--- config.mk ---
export PLATFORM = sky130hd
export DESIGN_NAME = i2c_bit_level_master_top
export DESIGN_NICKNAME = d
export VERILOG_FILES = /design/src/hw/rtl/i2cbl_pkg.sv /design/src/hw/rtl/i2cbl_seq.sv /design/src/hw/rtl/i2c_bit_level_master_top.sv
export SDC_FILE = /design/constraint.sdc
export NUM_CORES = 1
export LEC_CHECK = 0
export BUFFER_PORTS_ARGS = -buffer_cell sky130_fd_sc_hd__buf_2
export CORE_MARGIN = 2
export CORE_UTILIZATION = 40
export DETAILED_ROUTE_END_ITERATION = 10
export PLACE_DENSITY = 0.62
export SLEW_MARGIN = 30
export SYNTH_ARGS = -nofsm -noshare
export SYNTH_HDL_FRONTEND = slang
export SYNTH_HIERARCHICAL = 1
export SYNTH_SLANG_ARGS = --single-unit
--- constraint.sdc ---
create_clock -name clk -period 3 [get_ports clk]
set_clock_uncertainty 0.2 [all_clocks]
set_input_delay 0.3 -clock clk [delete_from_list [all_inputs] [get_ports clk]]
set_output_delay 0.3 -clock clk [all_outputs]
set_load 0.01 [all_outputs]
--- src/hw/rtl/i2cbl_pkg.sv ---
package i2cbl_pkg;

    localparam int unsigned PHASE_COUNT_WIDTH_DEF = 16;
    localparam int unsigned TICKS_WIDTH = 16;
    localparam logic [TICKS_WIDTH-1:0] PHASE_TICKS_RST = 16'd2;

    localparam int unsigned IN_TDATA_WIDTH = 16;
    localparam int unsigned OUT_TDATA_WIDTH = 16;

    typedef enum logic [2:0] {
        CMD_IDLE  = 3'd0,
        CMD_START = 3'd1,
        CMD_STOP  = 3'd2,
        CMD_WRITE = 3'd3,
        CMD_READ  = 3'd4
    } cmd_t;

    // Phases within a bit (or within a start or stop condition).
    localparam logic [1:0] PH_FIRST = 2'd0;
    localparam logic [1:0] PH_MID   = 2'd1;
    localparam logic [1:0] PH_LAST  = 2'd2;

    // Bit index of the acknowledge slot after the eight data bits.
    localparam logic [3:0] ACK_BIT = 4'd8;

    // Packed so that the first field sits in the highest bits.
    typedef struct packed {
        logic       sda_in;
        logic       master_ack;
        logic [7:0] tx_byte;
        logic [2:0] mode;
    } in_item_t;

    typedef struct packed {
        logic       cmd_done;
        logic       rx_valid;
        logic [7:0] rx_byte;
        logic       busy_res;
        logic       sda_drive;
        logic       sda_level;
        logic       scl_drive;
        logic       scl_level;
    } out_item_t;

    typedef struct packed {
        logic sda_drive;
        logic sda_level;
        logic scl_drive;
        logic scl_level;
    } pins_t;

endpackage

--- src/hw/rtl/i2cbl_seq.sv ---
module i2cbl_seq #(
    parameter int unsigned PHASE_COUNT_WIDTH = 16
) (
    input  logic                                  clk,
    input  logic                                  rst_n,
    input  logic                                  step_en,
    input  logic [i2cbl_pkg::TICKS_WIDTH-1:0]     phase_ticks,
    input  i2cbl_pkg::in_item_t                   item,
    output i2cbl_pkg::out_item_t                  result
);
    import i2cbl_pkg::*;

    localparam int unsigned CW = PHASE_COUNT_WIDTH;
    localparam logic [32:0] CNT_MAX = (33'd1 << CW) - 33'd1;

    logic [CW-1:0] cnt_reg, cnt_next;
    cmd_t          cmd_reg, cmd_next;
    logic [3:0]    bit_reg, bit_next;
    logic [1:0]    ph_reg, ph_next;
    logic [7:0]    shift_reg, shift_next;
    logic          ack_reg, ack_next;
    pins_t         pins_reg, pins_next;
    logic [7:0]    rx_hold_reg, rx_hold_next;

    logic [TICKS_WIDTH-1:0] load16;
    logic [CW-1:0]          cnt_load;
    logic                   fin;
    logic                   rx_valid;
    logic                   done;

    function automatic pins_t drive_phase(cmd_t c, logic [1:0] ph, logic [3:0] bi,
                                          logic [7:0] sh, logic ack);
        pins_t p;
        p.scl_drive = 1'b1;
        p.sda_drive = 1'b1;
        unique case (c)
            CMD_START:
            begin
                p.sda_level = (ph == PH_FIRST);
                p.scl_level = (ph != PH_LAST);
            end
            CMD_STOP:
            begin
                p.sda_level = (ph != PH_FIRST);
                p.scl_level = 1'b1;
            end
            default:
            begin
                p.scl_level = (ph == PH_MID);
                if (c == CMD_WRITE && bi < ACK_BIT)
                begin
                    p.sda_level = sh[7];
                end
                else if (c == CMD_READ && bi == ACK_BIT)
                begin
                    p.sda_level = ~ack;
                end
                else
                begin
                    p.sda_level = 1'b1;
                    p.sda_drive = 1'b0;
                end
            end
        endcase
        return p;
    endfunction

    // A zero setting counts as one tick; large settings saturate the counter.
    always_comb
    begin
        load16 = (phase_ticks == '0) ? '0 : phase_ticks - 1'b1;
        if ({17'd0, load16} > CNT_MAX)
            cnt_load = CNT_MAX[CW-1:0];
        else
            cnt_load = CW'(load16);
    end

    always_comb
    begin
        cnt_next     = cnt_reg;
        cmd_next     = cmd_reg;
        bit_next     = bit_reg;
        ph_next      = ph_reg;
        shift_next   = shift_reg;
        ack_next     = ack_reg;
        pins_next    = pins_reg;
        rx_hold_next = rx_hold_reg;
        fin          = 1'b0;
        rx_valid     = 1'b0;
        done         = 1'b0;

        if (cmd_reg == CMD_IDLE)
        begin
            case (item.mode) inside
                CMD_START, CMD_STOP, CMD_WRITE, CMD_READ:
                begin
                    cmd_next = cmd_t'(item.mode);
                    bit_next = '0;
                    ph_next  = PH_FIRST;
                    if (item.mode == CMD_WRITE)
                        shift_next = item.tx_byte;
                    else if (item.mode == CMD_READ)
                        shift_next = '0;
                    ack_next  = item.master_ack;
                    cnt_next  = cnt_load;
                    pins_next = drive_phase(cmd_t'(item.mode), PH_FIRST, 4'd0,
                                            shift_next, item.master_ack);
                end
                default:
                begin
                end
            endcase
        end
        else if (cnt_reg != '0)
        begin
            cnt_next = cnt_reg - 1'b1;
        end
        else
        begin
            case (cmd_reg)
                CMD_START:
                begin
                    fin     = (ph_reg >= PH_LAST);
                    ph_next = ph_reg + 1'b1;
                end
                CMD_STOP:
                begin
                    fin     = (ph_reg >= PH_MID);
                    ph_next = ph_reg + 1'b1;
                end
                default:
                begin
                    // Read data is sampled as the clock-high phase ends.
                    if (ph_reg == PH_MID && cmd_reg == CMD_READ && bit_reg < ACK_BIT)
                        shift_next = {shift_reg[6:0], item.sda_in};
                    if (ph_reg < PH_LAST)
                    begin
                        ph_next = ph_reg + 1'b1;
                    end
                    else if (bit_reg >= ACK_BIT)
                    begin
                        fin = 1'b1;
                    end
                    else
                    begin
                        if (cmd_reg == CMD_WRITE)
                            shift_next = {shift_reg[6:0], 1'b0};
                        bit_next = bit_reg + 1'b1;
                        ph_next  = PH_FIRST;
                    end
                end
            endcase

            if (fin)
            begin
                done = 1'b1;
                pins_next.scl_drive = 1'b1;
                pins_next.sda_drive = 1'b1;
                if (cmd_reg == CMD_STOP)
                begin
                    pins_next = '{sda_drive: 1'b0, sda_level: 1'b1,
                                  scl_drive: 1'b0, scl_level: 1'b1};
                end
                else if (cmd_reg == CMD_START)
                begin
                    pins_next.scl_level = 1'b0;
                    pins_next.sda_level = 1'b0;
                end
                else
                begin
                    pins_next.scl_level = 1'b0;
                    pins_next.sda_level = 1'b1;
                    if (cmd_reg == CMD_READ)
                    begin
                        rx_hold_next = shift_next;
                        rx_valid     = 1'b1;
                    end
                end
                cmd_next = CMD_IDLE;
                bit_next = '0;
                ph_next  = PH_FIRST;
                cnt_next = '0;
            end
            else
            begin
                cnt_next  = cnt_load;
                pins_next = drive_phase(cmd_reg, ph_next, bit_next, shift_next, ack_reg);
            end
        end
    end

    always_ff @(posedge clk or negedge rst_n)
    begin
        if (!rst_n)
        begin
            cnt_reg     <= '0;
            cmd_reg     <= CMD_IDLE;
            bit_reg     <= '0;
            ph_reg      <= PH_FIRST;
            shift_reg   <= '0;
            ack_reg     <= 1'b0;
            pins_reg    <= '{sda_drive: 1'b0, sda_level: 1'b1,
                             scl_drive: 1'b0, scl_level: 1'b1};
            rx_hold_reg <= '0;
        end
        else if (step_en)
        begin
            cnt_reg     <= cnt_next;
            cmd_reg     <= cmd_next;
            bit_reg     <= bit_next;
            ph_reg      <= ph_next;
            shift_reg   <= shift_next;
            ack_reg     <= ack_next;
            pins_reg    <= pins_next;
            rx_hold_reg <= rx_hold_next;
        end
    end

    always_comb
    begin
        result.scl_level = pins_next.scl_level;
        result.scl_drive = pins_next.scl_drive;
        result.sda_level = pins_next.sda_level;
        result.sda_drive = pins_next.sda_drive;
        result.busy_res  = (cmd_next != CMD_IDLE);
        result.rx_byte   = rx_hold_next;
        result.rx_valid  = rx_valid;
        result.cmd_done  = done;
    end

endmodule

--- src/hw/rtl/i2c_bit_level_master_top.sv ---
// Bit-level I2C master sequencer.
//
// Every input word on the s_axis channel is one tick of the bus sequencer:
// it carries an optional command (start, stop, write byte, read byte) and
// the sampled SDA level. For every input word exactly one result word
// leaves on the m_axis channel, giving the SCL and SDA levels and enables
// after that tick, the busy flag, the last read byte and the done flags.
// Each bus phase lasts phase_ticks ticks, set through cfg_wr_en and
// cfg_wr_data; the user must write it only while no command is running,
// as the block itself does not enforce this.
//
// An input word passes through the input register and then the sequencer,
// which updates its state and loads the result register together.
// Throughput is one word per cycle while the receiver does not stall.
// Reset clears the sequencer to idle with both pins released and high and
// sets phase_ticks to 2. When the receiver holds m_axis_tready low, the
// result register holds its word, an empty input register takes one more
// input word, and then s_axis_tready falls until the result is taken.
module i2c_bit_level_master_top #(
    parameter int unsigned PHASE_COUNT_WIDTH = i2cbl_pkg::PHASE_COUNT_WIDTH_DEF
) (
    input  logic                                      clk,
    input  logic                                      rst_n,
    input  logic                                      cfg_wr_en,
    input  logic [i2cbl_pkg::TICKS_WIDTH-1:0]         cfg_wr_data,
    input  logic                                      s_axis_tvalid,
    output logic                                      s_axis_tready,
    // mode[2:0], tx_byte[10:3], master_ack[11], sda_in[12], zero[15:13]
    input  logic [i2cbl_pkg::IN_TDATA_WIDTH-1:0]      s_axis_tdata,
    output logic                                      m_axis_tvalid,
    input  logic                                      m_axis_tready,
    // scl_level[0], scl_drive[1], sda_level[2], sda_drive[3], busy_res[4],
    // rx_byte[12:5], rx_valid[13], cmd_done[14], zero[15]
    output logic [i2cbl_pkg::OUT_TDATA_WIDTH-1:0]     m_axis_tdata
);
    import i2cbl_pkg::*;

    logic [TICKS_WIDTH-1:0] phase_ticks_reg;
    logic                   in_valid_reg;
    in_item_t               in_item_reg;
    logic                   out_valid_reg;
    out_item_t              out_item_reg;
    out_item_t              result;
    logic                   advance;
    logic                   step_en;

    assign advance       = !out_valid_reg || m_axis_tready;
    assign step_en       = in_valid_reg && advance;
    assign s_axis_tready = !in_valid_reg || advance;

    always_ff @(posedge clk or negedge rst_n)
    begin
        if (!rst_n)
        begin
            phase_ticks_reg <= PHASE_TICKS_RST;
        end
        else if (cfg_wr_en)
        begin
            phase_ticks_reg <= cfg_wr_data;
        end
    end

    always_ff @(posedge clk or negedge rst_n)
    begin
        if (!rst_n)
        begin
            in_valid_reg  <= 1'b0;
            out_valid_reg <= 1'b0;
        end
        else
        begin
            if (s_axis_tready)
                in_valid_reg <= s_axis_tvalid;
            if (advance)
                out_valid_reg <= in_valid_reg;
        end
    end

    always_ff @(posedge clk)
    begin
        if (s_axis_tvalid && s_axis_tready)
            in_item_reg <= s_axis_tdata[$bits(in_item_t)-1:0];
        if (step_en)
            out_item_reg <= result;
    end

    i2cbl_seq #(
        .PHASE_COUNT_WIDTH (PHASE_COUNT_WIDTH)
    ) u_seq (
        .clk         (clk),
        .rst_n       (rst_n),
        .step_en     (step_en),
        .phase_ticks (phase_ticks_reg),
        .item        (in_item_reg),
        .result      (result)
    );

    assign m_axis_tvalid = out_valid_reg;
    assign m_axis_tdata  = {{(OUT_TDATA_WIDTH - $bits(out_item_t)){1'b0}}, out_item_reg};

endmodule

==> results.py <==
metrics = {
    "run_status": {
        "outcome": "finished clean",
    },
    "timing": {
        "min_period_ns": 2.71,
        "fin_crit_sh_pct": 90.4,
        "drv_slew": 0,
        "holdWs_ns": 0.0298,
        "setup-tns-final_ns": 0,
        "hold_viol": 0,
        "max_slew.worst_pin.slew_ns": 0.721,
        "setup_viol": 0,
        "relSlewSlack_pct": 51.9,
        "rsz0062_at_grt": "no",
        "max_freq_mhz": 369,
    },
    "clock_network": {
        "clk_pin_slew_ns": 0.07,
        "clockBufferDepth": 2,
        "cts.htree.levels": 3,
        "cts_tree": "built",
        "insertion_delay_ns": 0.35,
        "cts_root_buf": "clkbuf_16",
        "numCtsBuffers": 9,
        "cts.sinks": 92,
    },
    "route": {
        "via_count": 4086,
        "routedWlPerCell_um": 16.5,
        "ant_nets": 0,
        "drt_iter0_markers": 303,
        "avgViaCountPerCell": 5.55,
        "drt-pass1-iter-count": 5,
        "drc": 0,
        "wl_um": 12100,
    },
    "setup_path": {
        "r2r_start": "u_seq/cnt_reg[0]",
        "reg2reg_depth": 8,
        "worstSetupStartpointType": "flop",
        "rrSetupSlack_ns": 0.29,
        "arrival_ns": 2.61,
        "cp.required_ns": 2.90,
        "crit_type": "reg -> reg",
        "r2r-end": "m_axis_tdata[5]",
        "worstSetupEndpointType": "flop",
        "crit_path_max_fanout": 8,
    },
    "power_and_ir_drop": {
        "cellPowerDensity_nw_per_um2": 796,
        "fin_total_pwr_w": 0.00492,
        "peakVddDrop_v": 0.000570,
        "power_leakage_nw": 2.47,
    },
    "yosys": {
        "synth_top_area_cell": "dfrtp_1",
        "synth_edf_count": 28,
        "muxShareOfSynthArea_pct": 10.7,
        "yosys.area.top_type_share_pct": 29.5,
        "syn-mean-instance-area_sq_um": 10.7,
        "ys_types": 74,
        "netlist_area_sq_um": 5170,
        "synth-compound-area-share_pct": 14.9,
        "synthAdderAreaFrac_pct": 2.18,
        "yosys_register_bits": 92,
        "ys_seq_area_share_pct": 47.3,
        "synthSimpleGateAreaFrac_pct": 18.6,
        "async_reset_ff_share_pct": 69.6,
        "netlist_instances": 484,
        "ys.flop_type": "dfrtp_1",
        "synth_top_family_by_area": "simple AND/OR/NAND/NOR gates",
        "synth-xor-area-share_pct": 2.20,
        "synth.top_cells.by_area": "dfrtp_1, edfxtp_1, mux2_2",
        "syn_nets": 530,
        "ys_warn_count": 6,
    },
    "place": {
        "gp_congestion": 0.911,
        "hpwl_um": 8480,
        "place_area_sq_um": 5550,
        "portBuffers": 50,
    },
    "hold_path": {
        "min_to": "m_axis_tvalid",
        "whs_path_depth": 3,
        "hold_class": "in -> reg",
        "hp-start": "m_axis_tready",
    },
    "floorplan": {
        "dieWidth_um": 118,
        "initial_core_util_pct": 41.0,
        "rows": 41,
        "die_area_sq_um": 13900,
        "coreArea_sq_um": 12600,
        "die_h_um": 118,
        "io_pins": 55,
    },
    "global_route": {
        "grt_pass1_wl_um": 19900,
        "grt_pass1_vias": 3936,
        "grt_util_all_layers_pct": 17.8,
        "overflow": 0,
        "antenna_found_initial": 0,
        "grt_max_degree": 37,
    },
    "cells_and_area": {
        "nNetsFinal": 605,
        "final_util_pct": 49.0,
        "stdcell_area_sq_um": 6180,
        "n_antenna_cell": 0,
        "syn2layout_area_growth_pct": 19.5,
        "drive_gt1_share_pct": 23.2,
        "num-fill-cells": 1173,
    },
    "run": {
        "maxCapViolCount": 0,
    },
}
-- cells in the mapped netlist, types with 8 or more instances --
library cell / n
edfxtp_1: 28
mux2_4: 10
nor2_1: 42
xor2_1: 8
nor3_1: 17
a22oi_1: 9
nand3_1: 11
nand2_1: 21
ha_1: 9
clkbuf_1: 8
mux2_1: 10
inv_1: 14
o21ai_0: 25
a21oi_1: 29
mux2_2: 23
dfrtp_1: 61
-- layout make-up --
class / count / area, sq um / area share (%)
Sequential cell: 92 / 2450 / 39.6
Multi-Input combinational cell: 353 / 2510 / 40.7
Tap cell: 172 / 215 / 3.48
Clock inverter: 6 / 95.1 / 1.54
Timing Repair Buffer: 88 / 626 / 10.1
Inverter: 15 / 56.3 / 0.911
Clock buffer: 10 / 229 / 3.70
-- critical path, stage by stage, from the launching register on --
cell and delay (ns):
dfrtp_1 0.44, inv_1 0.11, ha_1 0.18, nor3b_1 0.26
and4_1 0.32, nand2_2 0.14, nor2_4 0.22, nand2_2 0.20
mux2_1 0.38
-- kinds of logic after synthesis --
kind of cell / Yosys count
multiplexers: 46
adder cells (fa/ha/maj): 9
other: 1
XOR/XNOR: 13
AND/OR/NAND/NOR: 167
AO/OA/AOI/OAI: 117
flip-flops: 92
buffers and inverters: 39
-- through the flow --
| stage | std cells | setup slack [ns] |
|---|---|---|
| 5_1_grt | 736 | 0.140 |
| 2_1_floorplan | 484 | 0.606 |
| 3_3_place_gp | 689 | 0.397 |
| 4_1_cts | 736 | 0.316 |
| 3_5_place_dp | 689 | 0.339 |
| 6_report | 736 | 0.288 |
-- per-layer routing --
| metal | wire [um] | global-route usage [%] | vias to the layer above | part of all wire [%] |
|---|---|---|---|---|
| met3 | 426 | 3.15 | 17 | 3.5 |
| met4 | 193 | 6.48 | 0 | 1.6 |
| met5 | 0 | 0 | - | 0 |
| met2 | 5740 | 28.4 | 99 | 47 |
| li1 | - | - | 1943 | - |
| met1 | 5750 | 24.3 | 2027 | 47 |
-- report_power, final --
group	internal (W)	switching [W]	leakage, nW	total (W)
clock	0.000739	0.000506	0.151	0.00125
sequential	0.00160	0.000341	1.04	0.00194
combinational	0.000741	0.000992	1.28	0.00173
-- cell usage in the layout (no fill, tap or decap), types with 11 or more instances in the layout --
| cell type | count |
|---|---|
| dfrtp_1 | 61 |
| buf_2 | 50 |
| nor2_1 | 42 |
| dlygate4sd3_1 | 31 |
| a21oi_1 | 29 |
| edfxtp_1 | 28 |
| o21ai_0 | 25 |
| mux2_2 | 23 |
| nand2_1 | 21 |
| nor3_1 | 17 |
| inv_1 | 14 |
| nand3_1 | 11 |
-- repair_timing --
action,in CTS,in global routing
hold buffers,31,0
endpoints found under the hold margin,57,0
gates resized for setup,0,0
buffers inserted,0,0
-- worst max-delay path by stage --
stage,startpoint,to,slack [ns]
after floorplan,u_seq/ph_reg[1],m_axis_tdata[10],0.61
after global placement,u_seq/cnt_reg[0],m_axis_tdata[9],0.40
after detailed placement,u_seq/cnt_reg[0],m_axis_tdata[5],0.34
after CTS,u_seq/cnt_reg[0],m_axis_tdata[5],0.32
after global routing,u_seq/cnt_reg[0],u_seq/shift_reg[4],0.14
final,u_seq/cnt_reg[0],m_axis_tdata[5],0.29
No activity file was read; power rests on OpenSTA's default activity.
